<file path="config.mk">
export PLATFORM = sky130hd
export DESIGN_NAME = utf8_string_content_validator
export DESIGN_NICKNAME = d
export VERILOG_FILES = /design/src/sv/utf8v_pkg.sv /design/src/sv/utf8v_in_stage.sv /design/src/sv/utf8v_decode.sv /design/src/sv/utf8v_out_stage.sv /design/src/sv/utf8_string_content_validator.sv
export SDC_FILE = /design/constraint.sdc
export NUM_CORES = 1
export LEC_CHECK = 0
export BUFFER_PORTS_ARGS = -buffer_cell sky130_fd_sc_hd__buf_4
export CAP_MARGIN = 5
export CORE_UTILIZATION = 43
export CTS_CLUSTER_DIAMETER = 80
export DETAILED_ROUTE_END_ITERATION = 16
export PLACE_DENSITY = 0.65
export REMOVE_ABC_BUFFERS = 1
export SLEW_MARGIN = 20
export SYNTH_ARGS = -nofsm -noshare
export SYNTH_HDL_FRONTEND = slang
export SYNTH_SLANG_ARGS = --single-unit
</file>
<file path="constraint.sdc">
create_clock -name clk -period 1.9 [get_ports clk]
set_input_delay 0.095 -clock clk [delete_from_list [all_inputs] [get_ports clk]]
set_output_delay 0.095 -clock clk [all_outputs]
set_load 0.1 [all_outputs]
</file>
<file path="src/sv/utf8v_pkg.sv">
`default_nettype none

package utf8v_pkg;

    // Sequence length codes: total length minus one
    localparam logic [1:0] LEN_1 = 2'd0;
    localparam logic [1:0] LEN_2 = 2'd1;
    localparam logic [1:0] LEN_3 = 2'd2;
    localparam logic [1:0] LEN_4 = 2'd3;

    // Lead and continuation byte patterns
    localparam logic [2:0] LEAD_2_TAG  = 3'b110;
    localparam logic [3:0] LEAD_3_TAG  = 4'b1110;
    localparam logic [4:0] LEAD_4_TAG  = 5'b11110;
    localparam logic [1:0] CONT_TAG    = 2'b10;

    // Code point limits
    localparam logic [20:0] CP_MIN_2     = 21'h000080;
    localparam logic [20:0] CP_MIN_3     = 21'h000800;
    localparam logic [20:0] CP_MIN_4     = 21'h010000;
    localparam logic [20:0] CP_MAX       = 21'h10FFFF;
    localparam logic [20:0] CP_SURR_LO   = 21'h00D800;
    localparam logic [20:0] CP_SURR_HI   = 21'h00DFFF;
    localparam logic [20:0] CP_CTRL_MAX  = 21'h00001F;
    localparam logic [20:0] CP_DEL       = 21'h00007F;
    localparam logic [20:0] CP_TAB       = 21'h000009;
    localparam logic [20:0] CP_LF        = 21'h00000A;
    localparam logic [20:0] CP_CR        = 21'h00000D;
    localparam logic [7:0]  BYTE_LF      = 8'h0A;

    // One input item as it travels through the pipe
    typedef struct packed {
        logic [7:0] data;
        logic [1:0] kind;
        logic       last;
    } item_t;

    // Outcome of a code point check
    typedef struct packed {
        logic ok;
        logic cr;
    } cp_check_t;

    // Check a complete code point for form and for allowed controls
    function automatic cp_check_t check_cp(input logic [20:0] cp,
                                           input logic [1:0]  len_code,
                                           input logic [1:0]  kind);
        cp_check_t res;
        logic      bad_form;
        logic      is_ctrl;
        logic      multi;
        res.ok   = 1'b1;
        res.cr   = 1'b0;
        multi    = kind[0];
        bad_form = ((len_code == LEN_2) && (cp < CP_MIN_2)) ||
                   ((len_code == LEN_3) &&
                    ((cp < CP_MIN_3) || ((cp >= CP_SURR_LO) && (cp <= CP_SURR_HI)))) ||
                   ((len_code == LEN_4) && ((cp < CP_MIN_4) || (cp > CP_MAX)));
        is_ctrl  = (cp <= CP_CTRL_MAX) || (cp == CP_DEL);
        if (bad_form)
        begin
            res.ok = 1'b0;
        end
        else if (is_ctrl)
        begin
            if (cp == CP_TAB)
            begin
                res.ok = 1'b1;
            end
            else if (!multi)
            begin
                res.ok = 1'b0;
            end
            else if (cp == CP_LF)
            begin
                res.ok = 1'b1;
            end
            else if (cp == CP_CR)
            begin
                res.cr = 1'b1;
            end
            else
            begin
                res.ok = 1'b0;
            end
        end
        return res;
    endfunction

endpackage

`default_nettype wire

</file>
<file path="src/sv/utf8v_in_stage.sv">
`default_nettype none

module utf8v_in_stage (
    input  wire logic             clk,
    input  wire logic             rst_n,
    input  wire logic             in_valid,
    output logic                  in_stall,
    input  wire utf8v_pkg::item_t in_item,
    input  wire logic             adv,
    output logic                  s1_valid,
    output utf8v_pkg::item_t      s1_item
);

    logic             valid_reg;
    logic             valid_next;
    utf8v_pkg::item_t item_reg;
    logic             load;

    // Take a new item whenever the held one leaves or the stage is empty
    assign in_stall   = valid_reg && !adv;
    assign load       = in_valid && !in_stall;
    assign valid_next = load ? 1'b1 : (adv ? 1'b0 : valid_reg);

    always_ff @(posedge clk or negedge rst_n)
    begin
        if (!rst_n)
        begin
            valid_reg <= 1'b0;
        end
        else
        begin
            valid_reg <= valid_next;
        end
    end

    // Hold the payload until the next item is taken
    always_ff @(posedge clk)
    begin
        if (load)
        begin
            item_reg <= in_item;
        end
    end

    assign s1_valid = valid_reg;
    assign s1_item  = item_reg;

endmodule

`default_nettype wire

</file>
<file path="src/sv/utf8v_decode.sv">
`default_nettype none

module utf8v_decode (
    input  wire logic             clk,
    input  wire logic             rst_n,
    input  wire logic             fire,
    input  wire utf8v_pkg::item_t item,
    output logic                  verdict
);

    logic        err_reg;
    logic        err_next;
    logic [1:0]  rem_reg;
    logic [1:0]  rem_next;
    logic [1:0]  len_reg;
    logic [1:0]  len_next;
    logic [20:0] cp_reg;
    logic [20:0] cp_next;
    logic        crp_reg;
    logic        crp_next;

    logic                  chk_en;
    logic [20:0]           chk_cp;
    logic [1:0]            chk_len;
    utf8v_pkg::cp_check_t  chk;
    logic                  cr_fail;
    logic [7:0]            b;

    assign b = item.data;

    // Decode one byte against the current sequence state
    always_comb
    begin
        err_next = err_reg;
        rem_next = rem_reg;
        len_next = len_reg;
        cp_next  = cp_reg;
        crp_next = crp_reg;
        chk_en   = 1'b0;
        chk_cp   = {13'd0, b};
        chk_len  = utf8v_pkg::LEN_1;
        chk      = '0;
        cr_fail  = 1'b0;
        if (!err_reg)
        begin
            if (rem_reg == 2'd0)
            begin
                // Drop the pending CR; anything but LF after it is an error
                if (crp_reg)
                begin
                    crp_next = 1'b0;
                    cr_fail  = (b != utf8v_pkg::BYTE_LF);
                end
                if (cr_fail)
                begin
                    err_next = 1'b1;
                end
                else if (!b[7])
                begin
                    chk_en = 1'b1;
                end
                else if (b[7:5] == utf8v_pkg::LEAD_2_TAG)
                begin
                    cp_next  = {16'd0, b[4:0]};
                    len_next = utf8v_pkg::LEN_2;
                    rem_next = 2'd1;
                end
                else if (b[7:4] == utf8v_pkg::LEAD_3_TAG)
                begin
                    cp_next  = {17'd0, b[3:0]};
                    len_next = utf8v_pkg::LEN_3;
                    rem_next = 2'd2;
                end
                else if (b[7:3] == utf8v_pkg::LEAD_4_TAG)
                begin
                    cp_next  = {18'd0, b[2:0]};
                    len_next = utf8v_pkg::LEN_4;
                    rem_next = 2'd3;
                end
                else
                begin
                    err_next = 1'b1;
                end
            end
            else if (b[7:6] != utf8v_pkg::CONT_TAG)
            begin
                err_next = 1'b1;
            end
            else
            begin
                // Shift in six payload bits; check when the sequence completes
                cp_next  = {cp_reg[14:0], b[5:0]};
                rem_next = rem_reg - 2'd1;
                if (rem_reg == 2'd1)
                begin
                    chk_en  = 1'b1;
                    chk_cp  = {cp_reg[14:0], b[5:0]};
                    chk_len = len_reg;
                end
            end
            if (chk_en)
            begin
                chk = utf8v_pkg::check_cp(chk_cp, chk_len, item.kind);
                if (!chk.ok)
                begin
                    err_next = 1'b1;
                end
                if (chk.cr)
                begin
                    crp_next = 1'b1;
                end
            end
        end
    end

    assign verdict = !err_next && (rem_next == 2'd0) && !crp_next;

    // Advance the state; clear it after the last byte of a string
    always_ff @(posedge clk or negedge rst_n)
    begin
        if (!rst_n)
        begin
            err_reg <= 1'b0;
            rem_reg <= 2'd0;
            len_reg <= 2'd0;
            cp_reg  <= 21'd0;
            crp_reg <= 1'b0;
        end
        else if (fire)
        begin
            if (item.last)
            begin
                err_reg <= 1'b0;
                rem_reg <= 2'd0;
                len_reg <= 2'd0;
                cp_reg  <= 21'd0;
                crp_reg <= 1'b0;
            end
            else
            begin
                err_reg <= err_next;
                rem_reg <= rem_next;
                len_reg <= len_next;
                cp_reg  <= cp_next;
                crp_reg <= crp_next;
            end
        end
    end

endmodule

`default_nettype wire

</file>
<file path="src/sv/utf8v_out_stage.sv">
`default_nettype none

module utf8v_out_stage (
    input  wire logic clk,
    input  wire logic rst_n,
    input  wire logic load,
    input  wire logic verdict,
    output logic      free,
    output logic      out_valid,
    input  wire logic out_stall,
    output logic      content_valid
);

    logic valid_reg;
    logic valid_next;
    logic data_reg;

    // Room for a new result when empty or when the held one is taken now
    assign free       = !valid_reg || !out_stall;
    assign valid_next = load ? 1'b1 : (free ? 1'b0 : valid_reg);

    always_ff @(posedge clk or negedge rst_n)
    begin
        if (!rst_n)
        begin
            valid_reg <= 1'b0;
        end
        else
        begin
            valid_reg <= valid_next;
        end
    end

    // Hold the verdict while stalled
    always_ff @(posedge clk)
    begin
        if (load)
        begin
            data_reg <= verdict;
        end
    end

    assign out_valid     = valid_reg;
    assign content_valid = data_reg;

endmodule

`default_nettype wire

</file>
<file path="src/sv/utf8_string_content_validator.sv">
`default_nettype none

// UTF-8 string content validator. Bytes of a string enter one per cycle when
// not stalled, on the input channel with a kind code and a last-byte mark; the
// block decodes UTF-8 on the fly, rejecting malformed, overlong, surrogate and
// out-of-range sequences and the control characters that the kind does not
// allow (single-line kinds 0 and 2 allow only tab; multi-line kinds 1 and 3
// also allow LF, and CR only when LF follows). Only the last byte of a string
// produces an item on the output channel, carrying content_valid; other bytes
// produce none. Throughput is one byte per cycle while the input is not
// stalled, set by the single decode stage that updates the sequence state as
// each byte moves on; the verdict of a string is loaded into the output
// register as its last byte leaves the input register, and is offered on the
// output from then on. The input stalls only while a verdict is held back by a
// stalled output and another verdict is waiting behind it.
module utf8_string_content_validator (
    input  wire logic       clk,
    input  wire logic       rst_n,
    input  wire logic       in_valid,
    output logic            in_stall,
    input  wire logic [7:0] data_byte,
    input  wire logic [1:0] string_kind,
    input  wire logic       last_byte,
    output logic            out_valid,
    input  wire logic       out_stall,
    output logic            content_valid
);

    utf8v_pkg::item_t in_item;
    utf8v_pkg::item_t s1_item;
    logic             s1_valid;
    logic             adv;
    logic             out_free;
    logic             verdict;

    assign in_item.data = data_byte;
    assign in_item.kind = string_kind;
    assign in_item.last = last_byte;

    // Move the held byte on unless its verdict has nowhere to go
    assign adv = s1_valid && (!s1_item.last || out_free);

    utf8v_in_stage u_in (
        .clk      (clk),
        .rst_n    (rst_n),
        .in_valid (in_valid),
        .in_stall (in_stall),
        .in_item  (in_item),
        .adv      (adv),
        .s1_valid (s1_valid),
        .s1_item  (s1_item)
    );

    utf8v_decode u_dec (
        .clk     (clk),
        .rst_n   (rst_n),
        .fire    (adv),
        .item    (s1_item),
        .verdict (verdict)
    );

    utf8v_out_stage u_out (
        .clk           (clk),
        .rst_n         (rst_n),
        .load          (adv && s1_item.last),
        .verdict       (verdict),
        .free          (out_free),
        .out_valid     (out_valid),
        .out_stall     (out_stall),
        .content_valid (content_valid)
    );

endmodule

`default_nettype wire

</file>
==> reports/results.tsv, run 1 <==
stage	metric	value	unit
yosys	ys flop type	dfrtp_1	
placed_design	placed cell area	0.00227	mm^2
yosys	Yosys warnings	0	
setup_path	Crit. End Element	flop	
setup_path	R2R setup slack	-100	ps
timing	Tmin final	2000	ps
setup_path	kind of critical path	reg2reg	
timing	Fin Hold WS	17.9	ps
detailed_routing	final antenna-violating net count	0	
yosys	Syn Inst Count	195	
clock_network	Max clock buf depth	2	
finish	area occupied by multi-input gates	975	um^2
placed_design	HPWL Detailed	3.24	mm
status	status	complete, but fails checks	
pwr	Max VDD drop	515	uV
clock_network	H-tree Lvls	2	
timing	Setup Skew	4.93	ps
yosys	Post-synth ARST share	67.6	%
floorplanning	Initial Utilization	46.1	%
finish	Final Instance Area	0.00263	mm^2
yosys	Synth Cell Area	0.00190	mm^2
yosys	most common cell in the netlist	dfrtp_1	
setup_path	WP data arrival	2230	ps
finish	# diodes	0	
yosys	register area share after synthesis	47.8	%
timing	worst-margin pin slew	462	ps
finish	layout cells sized above 1	35.9	%
clock_network	CTS sink cnt	34	
run	MaxCap Viol Count	0	
yosys	synthesized flop and latch total	34	
detailed_routing	DRT iter0 DRCs	68	
timing	RSZ-0062 raised after global routing	true	
floorplanning	IO Pins	18	
timing	max_slew headroom	69.2	%
detailed_routing	final WL	4.64	mm
floorplanning	chip width	68.4	um
clock_network	CTS tree	yes	
yosys	Post-synth EDFFs	11	
setup_path	CP max FO	2	
floorplanning	Die ar.	0.00468	mm^2
floorplanning	Die Height	68.4	um
pwr	cell area power density	1060	mW/mm^2
detailed_routing	DR vias/cell	5.53	
grt	largest net degree at the start of global routing	24	
yosys	Synth area leaders	dfrtp_1 30%, edfxtp_1 17%, o21ai_0 4.5%	
clock_network	Worst-Skew Late Latency	290	ps
yosys	post-synth top area share	30.4	%
finish	Register Area	906	um^2
setup_path	CP Launch Type	flop	
pwr	leakage	1.16	nW
timing	crit share post-route	105	%
timing	Final Slew Violations	0	
yosys	Synth top cells by count	23 x dfrtp_1, 22 x inv_1, 17 x o21ai_0	
finish	non-filler instance count after layout	309	
finish	max reg flops	15	
floorplanning	Core Box Area	0.00412	mm^2
placed_design	port buffer count	16	
clock_network	TritonCTS Buffers	5	
hold_path	worst hold path type	in2reg	
placed_design	Inst Count DP	285	
clock_network	clock transition at the registers of the reported paths	70	ps
finish	filler instances	340	
grt	first-pass GRT wire length	7.53	mm
clock_network	CTS root buffer	clkbuf_8	
yosys	Yosys top cell by area	dfrtp_1	
finish	area grow syn2layout	38.7	%
timing	Final WS setup	-103	ps
floorplanning	# rows	23	
grt	Tot GR Track Use	22.2	%
grt	number of global-route vias before repair	1657	
grt	overflow left after global routing	0	
grt	initial antenna violation count	0	
status	violated checks	setup timing	
placed_design	GPL Wtd Cong	0.999	
finish	final design utilization	63.9	%
timing	Hold Violations, Final	0	
timing	# setup viols final	3	
detailed_routing	detailed-route DRC error count	0	
yosys	Avg Inst Size Synth	9.72	um^2
yosys	number of library cell types mapped by synthesis	50	
finish	Final #Nets	275	
pwr	Tot Pwr	2.79	mW
setup_path	Worst Path Required	2130	ps
timing	Max Freq	499	MHz
detailed_routing	Avg WL per Cell	15.0	um
detailed_routing	DRT Pass-1 Iters	4	
detailed_routing	vias post-DR	1708	
power by group:
group | switching [mW] | internal, mW
clock network | 0.257 | 0.292
logic | 0.647 | 0.636
registers | 0.0847 | 0.876
total | 0.989 | 1.80
logic make-up after synthesis:
family	count (synthesis)	share of synthesized area (%)
compound gates	46	16.4
fa+ha+maj	2	1.32
buf+inv	29	6.40
flops	34	47.8
mux	5	2.84
simple gates	79	25.3
path summary, 6_finish.rpt:
check	from	to	cells past startpoint
setup / recovery	u_in.s1_item[8]	u_dec.crp_reg	7
hold / removal	out_stall	u_out.out_valid	3
setup reg to reg	u_in.s1_item[8]	u_dec.crp_reg	7
hold reg to reg	u_dec.cp_reg[4]	u_dec.cp_reg[10]	2
max in group asynchronous	rst_n	u_dec.rem_reg[1]	2
min in group asynchronous	rst_n	u_dec.cp_reg[13]	2
worst max-delay path, stage by stage, from the launching register on:
cell,delay [ps]
edfxtp_1,410
or4b_4,550
o21ai_2,150
buf_4,120
a31o_2,170
nand2_1,90
nor4_2,270
a221o_1,180
cell usage in the layout, fill, tap and decap left out, types with 4 or more instances in the layout:
| master | instances |
|---|---|
| buf_4 | 49 |
| dfrtp_1 | 23 |
| inv_1 | 19 |
| o21ai_0 | 16 |
| nor2_1 | 13 |
| nand3_1 | 12 |
| nand2_1 | 12 |
| dlygate4sd3_1 | 11 |
| edfxtp_1 | 11 |
| clkbuf_8 | 6 |
| nor2b_1 | 5 |
| a31o_2 | 4 |
area by class of cell:
class	count	area share [%]
tap	50	2.38
clock inverter	1	0.190
multi-input combinational	132	37.1
clock buffer	7	3.28
sequential	34	34.5
timing repair buffer	63	19.5
inverter	22	3.14
metal layers:
metal  track usage, %  wire length (um)  vias to the layer above
li1                 -                 -                      831
met1             27.3              2000                      809
met2             36.2              2290                       54
met3             6.67               254                       14
met4             8.85                95                        0
met5                0                 0                        -
timing repair:
| action | in CTS | in global routing |
|---|---|---|
| pin swaps | 8 | 3 |
| setup buffers | 3 | 1 |
| cloned | 1 | 0 |
| hold buffers | 11 | 0 |
| gates resized for setup | 13 | 19 |
| endpoints found under the setup margin | 20 | 18 |
| endpoints found under the hold margin | 33 | 0 |
stage by stage:
step | setup slack, ps | TNS [ps]
4_1_cts | -95.0 | -173
3_3_place_gp | -136 | -1160
3_5_place_dp | -231 | -2350
6_report | -103 | -218
5_1_grt | -162 | -450
2_1_floorplan | -648 | -7340
Power figures use the tool's default switching activity.
==> run 2: changes to the inputs <==
--- a/config.mk
+++ b/config.mk
@@ -5,6 +5,7 @@
 export SDC_FILE = /design/constraint.sdc
 export NUM_CORES = 1
 export LEC_CHECK = 0
+export ABC_AREA = 1
 export BUFFER_PORTS_ARGS = -buffer_cell sky130_fd_sc_hd__buf_4
 export CAP_MARGIN = 5
 export CORE_UTILIZATION = 43
==> reports/results.tsv, run 2 <==
stage	metric	value	unit	change
clock_network	CTS tree	yes		
timing	RSZ-0062 raised after global routing	true		
floorplanning	Initial Utilization	45.0	%	-1.1 points
yosys	Yosys warnings	0		unchanged
yosys	Yosys top cell by area	dfrtp_1		
clock_network	H-tree Lvls	2		unchanged
yosys	Post-synth EDFFs	11		unchanged
floorplanning	Die Height	72.5	um	+6.1%
timing	crit share post-route	104	%	-1.3 points
finish	filler instances	428		+26%
placed_design	port buffer count	16		unchanged
clock_network	CTS sink cnt	34		unchanged
detailed_routing	DR vias/cell	5.03		-9.0%
grt	overflow left after global routing	0		unchanged
yosys	post-synth top area share	26.9	%	-3.5 points
timing	max_slew headroom	73.1	%	+3.8 points
yosys	register area share after synthesis	42.3	%	-5.4 points
finish	most common library cell in the layout ignoring fill and taps	nand2_1		
setup_path	CP startpoint	u_dec.rem_reg[0]		
floorplanning	chip width	72.5	um	+6.1%
yosys	Avg Inst Size Synth	7.13	um^2	-27%
clock_network	Max clock buf depth	2		unchanged
finish	# diodes	0		unchanged
grt	initial antenna violation count	0		unchanged
yosys	Synth Cell Area	0.00214	mm^2	+13%
hold_path	Hold Path Stages	3		unchanged
setup_path	kind of critical path	reg2reg		
yosys	Synth top cells by count	90 x nand2_1, 41 x inv_1, 32 x nor2_1		
timing	worst-margin pin slew	401	ps	-60.7 ps
run	MaxCap Viol Count	0		unchanged
timing	Fin Hold WS	9.02	ps	-8.91 ps
pwr	leakage	1.48	nW	+28%
clock_network	Worst-Skew Late Latency	290	ps	about the same
timing	Max Freq	505	MHz	+1.2%
timing	Hold Violations, Final	0		unchanged
yosys	ys flop type	dfrtp_1		
yosys	most common cell in the netlist	nand2_1		
setup_path	WP data arrival	2020	ps	-210 ps
grt	first-pass GRT wire length	9.34	mm	+24%
timing	Tmin final	1980	ps	-24.1 ps
status	violated checks	setup timing		
hold_path	worst hold path type	in2reg		
clock_network	TritonCTS Buffers	5		unchanged
timing	Setup Skew	5.77	ps	+0.841 ps
floorplanning	Core Box Area	0.00475	mm^2	+16%
grt	Tot GR Track Use	23.9	%	+1.7 points
detailed_routing	Avg WL per Cell	13.3	um	-11%
placed_design	HPWL Detailed	3.97	mm	+23%
finish	most frequent cells in the layout	83 x nand2_1, 53 x buf_4, 38 x inv_1		
setup_path	Worst R2R Path Depth	12		+5
setup_path	R2R Path Start	u_dec.rem_reg[0]		
yosys	Post-synth ARST share	67.6	%	unchanged
setup_path	CP max FO	5		+3
floorplanning	Die ar.	0.00526	mm^2	+12%
timing	Final Slew Violations	0		unchanged
hold_path	Hold Startpoint	in_valid		
placed_design	GPL Wtd Cong	0.887		-11%
setup_path	Crit. End Element	flop		
detailed_routing	final antenna-violating net count	0		unchanged
setup_path	Worst Path Required	1940	ps	-190 ps
clock_network	CTS root buffer	clkbuf_8		
finish	Final #Nets	386		+40%
grt	largest net degree at the start of global routing	26		+8.3%
yosys	number of library cell types mapped by synthesis	26		-48%
timing	Final WS setup	-78.6	ps	+24.1 ps
finish	layout cells sized above 1	31.6	%	-4.3 points
clock_network	clock transition at the registers of the reported paths	70	ps	about the same
pwr	cell area power density	1100	mW/mm^2	+3.8%
detailed_routing	final WL	5.82	mm	+25%
detailed_routing	detailed-route DRC error count	0		unchanged
finish	max reg flops	15		unchanged
floorplanning	# rows	25		+8.7%
grt	number of global-route vias before repair	2088		+26%
yosys	synthesized flop and latch total	34		unchanged
status	status	complete, but fails checks		
pwr	Max VDD drop	662	uV	+29%
setup_path	CP Launch Type	flop		
yosys	Syn Inst Count	300		+54%
floorplanning	IO Pins	18		unchanged
yosys	Synth area leaders	dfrtp_1 27%, nand2_1 16%, edfxtp_1 15%		
finish	area grow syn2layout	40.9	%	
detailed_routing	DRT Pass-1 Iters	4		unchanged
finish	final design utilization	63.4	%	-0.46 points
detailed_routing	DRT iter0 DRCs	100		+47%
timing	# setup viols final	3		unchanged
detailed_routing	vias post-DR	2199		+29%
run 2: changes by cell type in the layout (fill, tap and decap cells not counted), sizes merged, moves of 5 or more:
cell,change
o31ai,+9
buf,+5
a21oi,+10
inv,+25
nand3,+12
nand2,+87
nor2b,-5
nor2,+22
run 2: critical path: stages, from the launching register on:
cell      delay (ps)
dfrtp_1          420
buf_6            140
ha_4             170
buf_6            120
nand3_4          100
a21oi_2           50
nor2_2           120
nand3_2          120
nand3b_1         180
nor2_1           120
nand2_2           70
nand3_1           60
nor2_1            40
run 2: layout make-up:
type	count	area, um^2	area share, %
timing repair buffer	68	562	18.6
clock inverter	1	30.0	0.996
inverter	47	184	6.10
tap	67	83.8	2.78
sequential	34	906	30.0
multi-input combinational	213	1160	38.6
clock buffer	7	86.3	2.86
run 2: metal layers:
layer	share of wire (%)	GRT usage [%]
met3	3.4	4.17
met5	0	0
met2	50	40.9
met4	2.3	11.5
met1	44	29.1
run 2: final timing paths:
| check | slack, ps | end |
|---|---|---|
| max in group asynchronous | 1410 | u_dec.rem_reg[0] |
| setup reg to reg | -80 | u_out.content_valid |
| min in group asynchronous | 250 | u_dec.cp_reg[10] |
| hold reg to reg | 490 | u_dec.cp_reg[12] |
| setup / recovery | -80 | u_out.content_valid |
| hold / removal | 9 | u_in.s1_valid |
run 2: logic make-up (layout without fill, tap and decap cells):
kind of cell    after synthesis  after routing  synth area share [%]
simple gates                170            170                  35.0
buf+inv                      53            123                  10.4
compound gates               41             41                  11.1
fa+ha+maj                     2              2                  1.17
flops                        34             34                  42.3
run 2: per-stage QoR:
step / setup WS, ps / area [um^2] / total power, mW / cells / TNS, ps
final: -78.6 / 3020 / 3.32 / 437 / -142
after global routing: -197 / 3020 / 3.54 / 437 / -555
after CTS: -45.6 / 2850 / 3.17 / 427 / -55.4
after detailed placement: -220 / 2520 / 2.25 / 405 / -565
after global placement: -192 / 2520 / 2.24 / 405 / -420
after floorplan: -566 / 2090 / 1.75 / 294 / -6850
run 2: repair_timing:
item / CTS / global route
hold buffers: 11 / 0
setup buffers: 3 / 10
cloned: 0 / 0
pin swaps: 10 / 12
resized for setup: 23 / 26
endpoints found under the setup margin: 3 / 18
endpoints found under the hold margin: 33 / 0
run 2: report_power, final:
| part | internal, mW | total [mW] | switching (mW) |
|---|---|---|---|
| clock | 0.428 | 0.697 | 0.270 |
| sequential | 0.914 | 1.04 | 0.124 |
| combinational | 0.682 | 1.59 | 0.907 |
| total | 2.02 | 3.32 | 1.30 |
